==> config.mk <==
export PLATFORM = sky130hd
export DESIGN_NAME = dpor_div
export DESIGN_NICKNAME = d
export VERILOG_FILES = /design/src/sv/dpor_pkg.sv /design/src/sv/dpor_div.sv
export SDC_FILE = /design/constraint.sdc
export NUM_CORES = 2
export LEC_CHECK = 0
export BUFFER_PORTS_ARGS = -buffer_cell sky130_fd_sc_hd__buf_2
export CAP_MARGIN = 0
export CORE_MARGIN = 3
export CORE_UTILIZATION = 55
export DETAILED_ROUTE_END_ITERATION = 12
export GPL_TIMING_DRIVEN = 0
export PLACE_DENSITY_LB_ADDON = 0.08
export SETUP_SLACK_MARGIN = 0.05
export SLEW_MARGIN = 20
export SYNTH_ARGS = -nofsm -noshare
export SYNTH_HDL_FRONTEND = slang
export SYNTH_SLANG_ARGS = --single-unit
==> constraint.sdc <==
create_clock -name clk_i -period 8.9 [get_ports clk_i]
set_clock_uncertainty 0.05 [all_clocks]
set_input_delay 1.335 -clock clk_i [delete_from_list [all_inputs] [get_ports clk_i]]
set_output_delay 1.335 -clock clk_i [all_outputs]
set_load 0.1 [all_outputs]
==> src/sv/dpor_pkg.sv <==
// ----------------------------------------------------------------------------
// dpor_pkg
// Shared constants for the disk pair overlap resolver.
// ----------------------------------------------------------------------------
package dpor_pkg;

  localparam int unsigned COORD_WIDTH_DEF = 24;   // default centre width, Q15.8
  localparam int unsigned RADIUS_W        = 16;   // Q8.8 radius
  localparam int unsigned MAG_W           = 17;   // |dx|, |dy| once near
  localparam int unsigned RSUM_W          = 17;   // radius sum
  localparam int unsigned SQ_W            = 34;   // 17 x 17 square
  localparam int unsigned D2_W            = 35;   // sum of two squares
  localparam int unsigned FRAC_SHIFT      = 16;   // extra fraction bits of the radicand
  localparam int unsigned ROOT_W          = 25;   // dist, 16 fraction bits
  localparam int unsigned RAD_W           = 2 * ROOT_W; // sqrt radicand
  localparam int unsigned PEN_W           = 26;   // penetration depth
  localparam int unsigned PROD_W          = PEN_W + MAG_W;
  localparam int unsigned DEN_W           = ROOT_W + 2;  // dist or 2*dist
  localparam int unsigned NUM_W           = PROD_W + 2;  // 2*mag + den
  localparam int unsigned DIV_W           = DEN_W + 1;   // 2*den
  localparam int unsigned QUOT_W          = 19;   // push per axis
  localparam int unsigned FAR_LIMIT       = 131072;
  localparam int unsigned WIDE_W          = 34;   // headroom for adds

endpackage

==> src/sv/dpor_div.sv <==
// ----------------------------------------------------------------------------
// dpor_div
// Pipelined restoring divider, one quotient bit per register stage.
// ----------------------------------------------------------------------------
module dpor_div #(
  parameter int unsigned NUM_W  = dpor_pkg::NUM_W,
  parameter int unsigned DEN_W  = dpor_pkg::DIV_W,
  parameter int unsigned QUOT_W = dpor_pkg::QUOT_W
) (
  input  logic              clk_i,
  input  logic              en_i,
  input  logic [NUM_W-1:0]  num_i,
  input  logic [DEN_W-1:0]  den_i,
  output logic [QUOT_W-1:0] quot_o
);

  localparam int unsigned W = NUM_W + QUOT_W;

  logic [W-1:0]      rem_q  [QUOT_W];
  logic [DEN_W-1:0]  den_q  [QUOT_W];
  logic [QUOT_W-1:0] quot_q [QUOT_W];

  for (genvar s = 0; s < QUOT_W; s++) begin : g_stage
    logic [W-1:0]      rem_in, shifted, rem_d;
    logic [DEN_W-1:0]  den_in;
    logic [QUOT_W-1:0] quot_in, quot_d;

    if (s == 0) begin : g_first
      assign rem_in  = W'(num_i);
      assign den_in  = den_i;
      assign quot_in = '0;
    end else begin : g_next
      assign rem_in  = rem_q[s-1];
      assign den_in  = den_q[s-1];
      assign quot_in = quot_q[s-1];
    end

    assign shifted = W'(den_in) << (QUOT_W - 1 - s);

    always_comb begin
      rem_d  = rem_in;
      quot_d = quot_in;
      if (rem_in >= shifted) begin
        rem_d                    = rem_in - shifted;
        quot_d[QUOT_W - 1 - s]   = 1'b1;
      end
    end

    always_ff @(posedge clk_i) begin
      if (en_i) begin
        rem_q[s]  <= rem_d;
        den_q[s]  <= den_in;
        quot_q[s] <= quot_d;
      end
    end
  end

  assign quot_o = quot_q[QUOT_W-1];

endmodule

==> results.sh <==
export IMPL_status="completed"
export IMPL_port_buffers=93
export IMPL_hold_class="reg2reg"
export IMPL_grt_pass1_vias=70200
export IMPL_leakagePower_nw=41.4
export IMPL_area_growth_pct=10.0
export IMPL_postCtsSetupBuffers=0
export IMPL_layout_drive_gt1_share=0.0640
export IMPL_grt_max_degree=161
export IMPL_period_needed_ns=5.56
export IMPL_cts_tree="done"
export IMPL_row_count=155
export IMPL_hold_viol=0
export IMPL_synth_edf_count=1829
export IMPL_postRouteAntennaNets=0
export IMPL_clk_path_buf_depth=3
export IMPL_start_kind="flip-flop"
export IMPL_pin_count=94
export IMPL_endpoint="rem_q[3][36]"
export IMPL_r2r_start="rem_q[2][29]"
export IMPL_drc_errors=0
export IMPL_r2r_end="rem_q[3][36]"
export IMPL_synth_cell_types=104
export IMPL_clk_pin_slew_ns=0.06
export IMPL_tns_ns=0
export IMPL_die_w_um=431
export IMPL_reg2reg_depth=11
export IMPL_synth_common_cells="edfxtp_1, nand2_1, inv_1, a21oi_1, nor2_1"
export IMPL_critPathArrivalTime_ns=6.05
export IMPL_power_density_nw_per_um2=294
export IMPL_worst_ep_required_time_ns=9.39
export IMPL_nNetsFinal=9796
export IMPL_worst_pin_slew_ns=1.09
export IMPL_h_tree_depth=4
export IMPL_cp_slowest_stage_delay_ns=0.75
export IMPL_hpwl_um=183000
export IMPL_cts_root_buf="clkbuf_16"
export IMPL_wl_um=235000
export IMPL_synth_top_area_cell="edfxtp_1"
export IMPL_yosysTopAreaCellShare=0.553
export IMPL_synthArstFlopShare=0
export IMPL_cts_resized=0
export IMPL_holdBufCountCts=0
export IMPL_core_area_um2=179000
export IMPL_finalPower_mw=32.1
export IMPL_yosysMostFrequentCell="edfxtp_1"
export IMPL_crit_family="simple AND/OR/NAND/NOR gates"
export IMPL_path_depth=11
export IMPL_finalWeightedCongestion=1.04
export IMPL_maxSlewHeadroom=0.255
export IMPL_netlist_area_um2=99300
export IMPL_slowest_stage="buf_1"
export IMPL_rsz0062_at_grt="false"
export IMPL_crit_fanout=10
export IMPL_postSynthNetCount=9489
export IMPL_first_iter_violations=3664
export IMPL_grt_overflow=0
export IMPL_wl_per_cell_um=20.1
export IMPL_synth_seq_cells=1829
export IMPL_synth_area_leaders="edfxtp_1, ha_1, xnor2_1, xor2_1, a21oi_1"
export IMPL_via_per_inst=5.75
export IMPL_netlist_instances=8865
export IMPL_die_h_um=431
export IMPL_numCtsBuffers=194
export IMPL_cp_num_buf_inv=3
export IMPL_avgSynthCellArea_um2=11.2
export IMPL_antenna_found_initial=2
export IMPL_path_cells="ha_1 -> clkbuf_1 -> nand4_1 -> nor4_1 -> nand4_1 -> o211ai_1 -> nor3_1 -> o21ai_2 -> clkbuf_1 -> buf_1 -> a21oi_1"
export IMPL_first_pass_iters=7
export IMPL_cts_sinks=1829
export IMPL_track_usage=0.252
export IMPL_r2r_setup_slack_ns=3.34
export IMPL_timing_final_crit_share=0.625
export IMPL_yosys_warnings=0
export IMPL_vias=67200
export IMPL_yosysSeqAreaShare=0.553
export IMPL_synth_ff_type="edfxtp_1"
export IMPL_cp_end_kind="flip-flop"
export IMPL_ir_drop_mv=0.207
export IMPL_path_class="reg2reg"
export IMPL_clkLatencyLatePin_ns=0.85
export IMPL_n_antenna_cell=0
export IMPL_max_freq_ghz=0.180
export IMPL_cp_startpoint="rem_q[2][29]"
export IMPL_cap_violations=0
export IMPL_setup_violations=0
export IMPL_start_util=0.555
export IMPL_die_area_um2=186000
export IMPL_maxSlewViolCount=0
export IMPL_grt_pass1_wl_um=366000
## worst min path at each step
stage	from	endpoint	slack, ns	cells past startpoint
global placement	quot_q[2][18]	quot_q[3][18]	0.35	0
detailed placement	quot_q[11][15]	quot_q[12][15]	0.35	0
floorplan	quot_q[9][10]	quot_q[10][10]	0.35	0
global route	quot_q[17][6]	quot_q[18][6]	0.37	0
finish	quot_q[12][11]	quot_q[13][11]	0.36	0
CTS	quot_q[17][6]	quot_q[18][6]	0.36	0
## placed cells by master, fill, tap and decap left out, types with 45 or more instances in the layout
cell	Yosys	final
ha_1	531	531
o21a_1	52	52
clkbuf_16	0	194
edfxtp_1	1829	1829
and3_1	47	47
xor2_1	403	403
nor2_1	581	581
inv_1	690	690
o21ai_0	557	557
buf_2	30	123
a21oi_1	606	606
clkbuf_1	169	222
xnor2_1	455	455
or2_2	45	45
nand2b_1	119	119
and2_1	46	46
mux2_2	61	61
nor3_1	234	233
a211oi_1	52	52
or4_1	58	58
a31oi_1	54	54
nand3_1	165	165
a21o_1	262	262
nand4_1	125	125
or3_1	86	86
nor4_1	154	149
nor2b_1	90	90
nand2_1	755	755
o21bai_1	78	78
## report_power, final
group	switching [mW]	internal (mW)	total, mW
Combinational	6.96	4.67	11.6
Clock	3.34	4.28	7.62
Sequential	1.01	11.8	12.8
Total	11.3	20.8	32.1
## registers in the layout, summed over array words and instances (netlist names)
signal and count:
quot_q 190, rem_q 1135, den_q 504
## through the flow
step / hold slack (ns) / util / setup slack (ns) / std cells / area, um^2
after floorplan: 0.350 / - / 4.78 / 8865 / 99300
after global placement: 0.350 / 0.574 / -21.38 / 11300 / 103000
after detailed placement: 0.355 / 0.576 / 3.18 / 11300 / 103000
after CTS: 0.364 / 0.610 / 3.23 / 11700 / 109000
after global routing: 0.370 / 0.610 / 3.18 / 11700 / 109000
final: 0.364 / 0.610 / 3.34 / 11700 / 109000
## cell families (layout without fill, tap and decap cells)
logic type      after synthesis  after routing  synth area share
compound gates             1972           1972             0.122
xor+xnor                    858            858            0.0757
fa+ha+maj                   549            549            0.0706
buf+inv                     918           1385            0.0354
flops                      1829           1829             0.553
mux                          66             66           0.00744
simple gates               2673           2673             0.135
## layout make-up
type / instances / area [um^2]
plain buffers: 224 / 910
clock buffers: 247 / 5050
clock inverters: 109 / 1000
fillers: 14100 / 69800
inverters: 694 / 2610
multi-input cells: 6118 / 40900
flip-flops and latches: 1829 / 54900
well taps: 2355 / 2950
repair buffers: 111 / 876
## per-layer routing
| metal | up-vias | global-route usage | part of all wire |
|---|---|---|---|
| met5 | - | 0 | 0 |
| met4 | 0 | 0.191 | 0.083 |
| met3 | 814 | 0.0285 | 0.027 |
| met2 | 1725 | 0.520 | 0.57 |
| met1 | 31500 | 0.212 | 0.32 |
| li1 | 33200 | - | - |
(Power assumes the default switching activity.)
