## src/sv/dpor_pkg.sv

```systemverilog
// ----------------------------------------------------------------------------
// dpor_pkg
// Shared constants for the disk pair overlap resolver.
// ----------------------------------------------------------------------------
package dpor_pkg;

  localparam int unsigned COORD_WIDTH_DEF = 24;   // default centre width, Q15.8
  localparam int unsigned RADIUS_W        = 16;   // Q8.8 radius
  localparam int unsigned MAG_W           = 17;   // |dx|, |dy| once near
  localparam int unsigned RSUM_W          = 17;   // radius sum
  localparam int unsigned SQ_W            = 34;   // 17 x 17 square
  localparam int unsigned D2_W            = 35;   // sum of two squares
  localparam int unsigned FRAC_SHIFT      = 16;   // extra fraction bits of the radicand
  localparam int unsigned ROOT_W          = 25;   // dist, 16 fraction bits
  localparam int unsigned RAD_W           = 2 * ROOT_W; // sqrt radicand
  localparam int unsigned PEN_W           = 26;   // penetration depth
  localparam int unsigned PROD_W          = PEN_W + MAG_W;
  localparam int unsigned DEN_W           = ROOT_W + 2;  // dist or 2*dist
  localparam int unsigned NUM_W           = PROD_W + 2;  // 2*mag + den
  localparam int unsigned DIV_W           = DEN_W + 1;   // 2*den
  localparam int unsigned QUOT_W          = 19;   // push per axis
  localparam int unsigned FAR_LIMIT       = 131072;
  localparam int unsigned WIDE_W          = 34;   // headroom for adds

endpackage

```

## src/sv/dpor_sqrt.sv

```systemverilog
// ----------------------------------------------------------------------------
// dpor_sqrt
// Pipelined floor square root, one result bit per register stage.
// ----------------------------------------------------------------------------
module dpor_sqrt #(
  parameter int unsigned OUT_W = dpor_pkg::ROOT_W,
  parameter int unsigned IN_W  = 2 * OUT_W
) (
  input  logic             clk_i,
  input  logic             en_i,
  input  logic [IN_W-1:0]  rad_i,
  output logic [OUT_W-1:0] root_o
);

  localparam int unsigned W = IN_W + 1;

  logic [W-1:0] rem_q  [OUT_W];
  logic [W-1:0] root_q [OUT_W];

  for (genvar s = 0; s < OUT_W; s++) begin : g_stage
    logic [W-1:0] rem_in, root_in, bit_c, trial, rem_d, root_d;

    if (s == 0) begin : g_first
      assign rem_in  = W'(rad_i);
      assign root_in = '0;
    end else begin : g_next
      assign rem_in  = rem_q[s-1];
      assign root_in = root_q[s-1];
    end

    assign bit_c = W'(1) << (2 * (OUT_W - 1 - s));
    assign trial = root_in + bit_c;

    always_comb begin
      if (rem_in >= trial) begin
        rem_d  = rem_in - trial;
        root_d = (root_in >> 1) + bit_c;
      end else begin
        rem_d  = rem_in;
        root_d = root_in >> 1;
      end
    end

    always_ff @(posedge clk_i) begin
      if (en_i) begin
        rem_q[s]  <= rem_d;
        root_q[s] <= root_d;
      end
    end
  end

  assign root_o = root_q[OUT_W-1][OUT_W-1:0];

endmodule

```

## config.mk

```make
export PLATFORM = sky130hd
export DESIGN_NAME = dpor_sqrt
export DESIGN_NICKNAME = d
export VERILOG_FILES = /design/src/sv/dpor_pkg.sv /design/src/sv/dpor_sqrt.sv
export SDC_FILE = /design/constraint.sdc
export NUM_CORES = 2
export LEC_CHECK = 0
export BUFFER_PORTS_ARGS = -buffer_cell sky130_fd_sc_hd__buf_4
export CAP_MARGIN = 10
export CELL_PAD_IN_SITES_DETAIL_PLACEMENT = 1
export CELL_PAD_IN_SITES_GLOBAL_PLACEMENT = 2
export CORE_ASPECT_RATIO = 2
export CORE_MARGIN = 4
export CORE_UTILIZATION = 40
export DETAILED_ROUTE_END_ITERATION = 10
export PLACE_DENSITY_LB_ADDON = 0.1
export SLEW_MARGIN = 0
export SYNTH_ARGS = -nofsm -noshare
export SYNTH_HDL_FRONTEND = slang
export SYNTH_SLANG_ARGS = --single-unit
```

## constraint.sdc

```tcl
create_clock -name clk_i -period 4.1 [get_ports clk_i]
set_clock_uncertainty 0.2 [all_clocks]
set_input_delay 0.615 -clock clk_i [delete_from_list [all_inputs] [get_ports clk_i]]
set_output_delay 0.615 -clock clk_i [all_outputs]
set_load 0.01 [all_outputs]
```

==> results.md <==
* Max_cap viols at 0
* First-pass GRT wire length at 329,000 µm
* Final Critical Period at 3990 ps
* Leak pwr at 0.0326 µW
* Clock power frac at 31.4%
* Top_reg_cell synth: edfxtp_1
* Asr flop ratio synth at 0%
* Hold depth at 1
* Internal power at 32,100 µW
* Register area share after synthesis at 62.8%
* Placed insts at 8,682
* IO Pins at 77
* Layout Cells excl Fill at 9,060
* Switch share at 29.3%
* Htree depth at 4
* Syn Inst Count at 5,843
* Yosys Warn Count at 0
* Max Fclk at 251 MHz
* Largest net degree at the start of global routing at 184
* Slew Limit Fails at 0
* Post-detail-place hpwl at 182,000 µm
* Effective utilization at floorplan at 40.1%
* Final design utilization at 46.8%
* Core footprint at 184,000 µm²
* Antenna violations before repair at 14
* Chip width at 312 µm
* Seq pwr share at 46.9%
* Power Density at 525 nW/µm²
* CTS tree: done
* Fill count at 19,000
* DR vias at 48,800
* Logic pwr share at 21.7%
* Drc violations at 0
* Clk sinks at 1,549
* Crit Reg-Reg Startpoint: rem_q[1][268]
* Area added between synthesis and finish at 16.6%
* Worst vdd ir at 0.433 mV
* RSZ-0062 raised after global routing: no
* GP Congestion at 0.894
* Synthesized area per cell at 12.7 µm²
* Height of the die at 616 µm
* CP Capture Type: flip-flop
* Standard-cell row count at 223
* Worst Hold Launch: en_i
* Hold Crit Class: in -> reg
* Hold endpoint: rem_q[0][452]
* Most used cell, CP: buf_4
* Root Driver: clkbuf_16
* Final hold violation count at 0
* Vias in the first global route at 55,100
* Switching pwr at 13,300 µW
* Crit path buffers/inverters at 4
* Cell family with the largest share of critical-path delay: buffers and inverters
* #FFs+latches synth at 1,549
* Post-Syn Area at 74,000 µm²
* Post-DR wirelength/cell at 24.9 µm
* Max Buffers Root-to-Sink at 4
* GRT Total Usage at 23.2%
* # port buffers at 76
* Postcts setup bufs at 0
* Final-stage net count at 6,816
* Rel. slew slack at 28.3%
* Critical Path Stages at 11
* Number of flops mapped to enable cells by yosys at 1,549
* Worst r2r path cells at 11
* Detailed-route wire length at 226,000 µm
* Num CTS Buffers at 157
* # setup viols final at 0
* Share of cells above drive strength 1 at 12.2%
* Drt pass-1 iters at 5
* Iteration-0 DRC Markers at 2,129
* Worst path max stage delay at 440 ps
* Final antenna-violating net count at 0
* Via density at 5.38
* Worst-path cell chain: ha_1 > a211oi_1 > nand3b_1 > nor4_4 > buf_4 > o31ai_2 > buf_4 > a211oi_4 > buf_6 > inv_1 > mux2_2
* Clk pin slew, worst setup/hold paths at 60 ps
* Slowest stage cell, crit path: ha_1
* R2r endpoint: rem_q[1][323]
* Period Utilization, post-route at 97.4%
* Die ar. at 192,000 µm²
* Crit path from: rem_q[1][268]
* Max FO, Critical Path at 12
* Total global routing overflow at 0
* Critical Path RT at 4420 ps
* Crit Path Category: reg -> reg
* Worst-Margin Slew at 1070 ps
* Clk Latency, worst-skew pair at 830 ps
* Post-synthesis cell type count at 82
* Syn_nets at 6,241
* Worst setup SP type: flip-flop
* Reg2Reg Setup Slack at 110 ps
* Arrival time of the worst setup path at 4310 ps
* Status: finished clean
kinds of logic after synthesis:
| family | count (synthesis) | synth area share (%) |
|---|---|---|
| xor gates and xnor gates | 535 | 6.33 |
| other | 1 | 0.00506 |
| muxes | 53 | 0.786 |
| DFF | 1549 | 62.8 |
| AOI/OAI and AO/OA | 1081 | 9.12 |
| adders and majority gates | 346 | 5.85 |
| and+or+nand+nor | 1750 | 12.4 |
| buffers and inverters | 528 | 2.70 |
per-layer routing:
metal	wire length (µm)	up-vias	track usage [%]
li1	-	23100	-
met4	24500	0	20.5
met5	0	-	0
met2	147000	782	53.7
met3	3980	581	2.03
met1	50600	24300	13.5
Yosys cell counts, types with 21 or more instances:
cell      number  area share (%)
a211oi_1      30            0.30
a21o_1       130             1.3
a21oi_1      320             2.2
a31oi_1       28            0.24
and2_1        30            0.25
and3_1        31            0.26
clkbuf_1      87            0.44
edfxtp_1    1549              63
ha_1         346             5.8
inv_1        422             2.1
mux2_2        41            0.62
nand2_1      377             1.9
nand2b_1      76            0.64
nand3_1       91            0.62
nand3b_1      28            0.28
nand4_1       99            0.84
nor2_1       357             1.8
nor2b_1       47            0.40
nor3_1       160             1.1
nor4_1       200             1.7
nor4b_1       31            0.37
o211ai_1      25            0.25
o21a_1        57            0.58
o21ai_0      289             2.0
o21bai_1      21            0.21
o31ai_1       25            0.25
or2_2         28            0.24
or3_1         62            0.52
or4_1         56            0.57
xnor2_1      280             3.3
xor2_1       255             3.0
cell type report:
| class | count | area, µm² | share of cell area (%) |
|---|---|---|---|
| sequential | 1549 | 46500 | 53.9 |
| multi-input combinational | 3766 | 25700 | 29.7 |
| timing repair buffer | 520 | 4440 | 5.14 |
| clock buffer | 187 | 4110 | 4.75 |
| tap | 2475 | 3100 | 3.59 |
| inverter | 424 | 1590 | 1.84 |
| clock inverter | 77 | 782 | 0.905 |
| antenna | 62 | 155 | 0.180 |
power by group through the flow:
stage	sequential [µW]	combinational (µW)	clock, µW
final	21200	9850	14200
after CTS	21300	9940	14600
after detailed placement	21600	9850	0
after floorplan	21000	5770	0
after global routing	21400	10700	15200
after global placement	21500	9670	0
per-stage QoR:
stage	setup TNS, ps	worst slack, ps	hold WS (ps)	total power (µW)	instance area [µm²]
after global routing	0	7.46	24.7	47400	86400
after CTS	0	42.4	8.46	45800	86200
after detailed placement	-12700	-574	230	31400	80800
final	0	108	23.8	45300	86400
after floorplan	0	482	217	26800	74000
after global placement	-21280	-598	222	31200	80800
cells in the final DEF (no fill, tap or decap), types with 56 or more instances in the layout:
master     instances
edfxtp_1        1549
a21oi_1          318
o21ai_0          288
nand2_1          377
or3_1             62
a21o_1           130
diode_2           62
xor2_1           255
xnor2_1          280
or4_1             56
inv_1            422
nor4_1           191
nor3_1           159
buf_4            434
o21a_1            57
nand3_1           90
ha_1             345
nor2_1           356
nand2b_1          76
clkbuf_16        160
nand4_1           99
flip-flops by register name (all words and copies together) (netlist names):
signal and count:
root_q 325, rem_q 1224
repair_timing:
action	CTS	global route
pin swaps	1	0
gates resized for setup	7	6
endpoints found under the hold margin	51	0
setup endpoints to repair	49	13
hold buffers	51	0
how the worst max path moves through the flow:
stage,slack [ps],endpoint
finish,110,rem_q[1][323]
global route,7,rem_q[1][347]
CTS,40,rem_q[0][509]
detailed placement,-570,rem_q[1][323]
global placement,-600,rem_q[1][139]
floorplan,480,rem_q[1][227]
worst register-to-register path, stage by stage, from the launching register on:
cell and delay [ps]:
edfxtp_1 400, ha_1 440, a211oi_1 330, nand3b_1 170
nor4_4 430, buf_4 210, o31ai_2 120, buf_4 200
a211oi_4 340, buf_6 250, inv_1 260, mux2_2 340
Power figures use the tool's default switching activity.
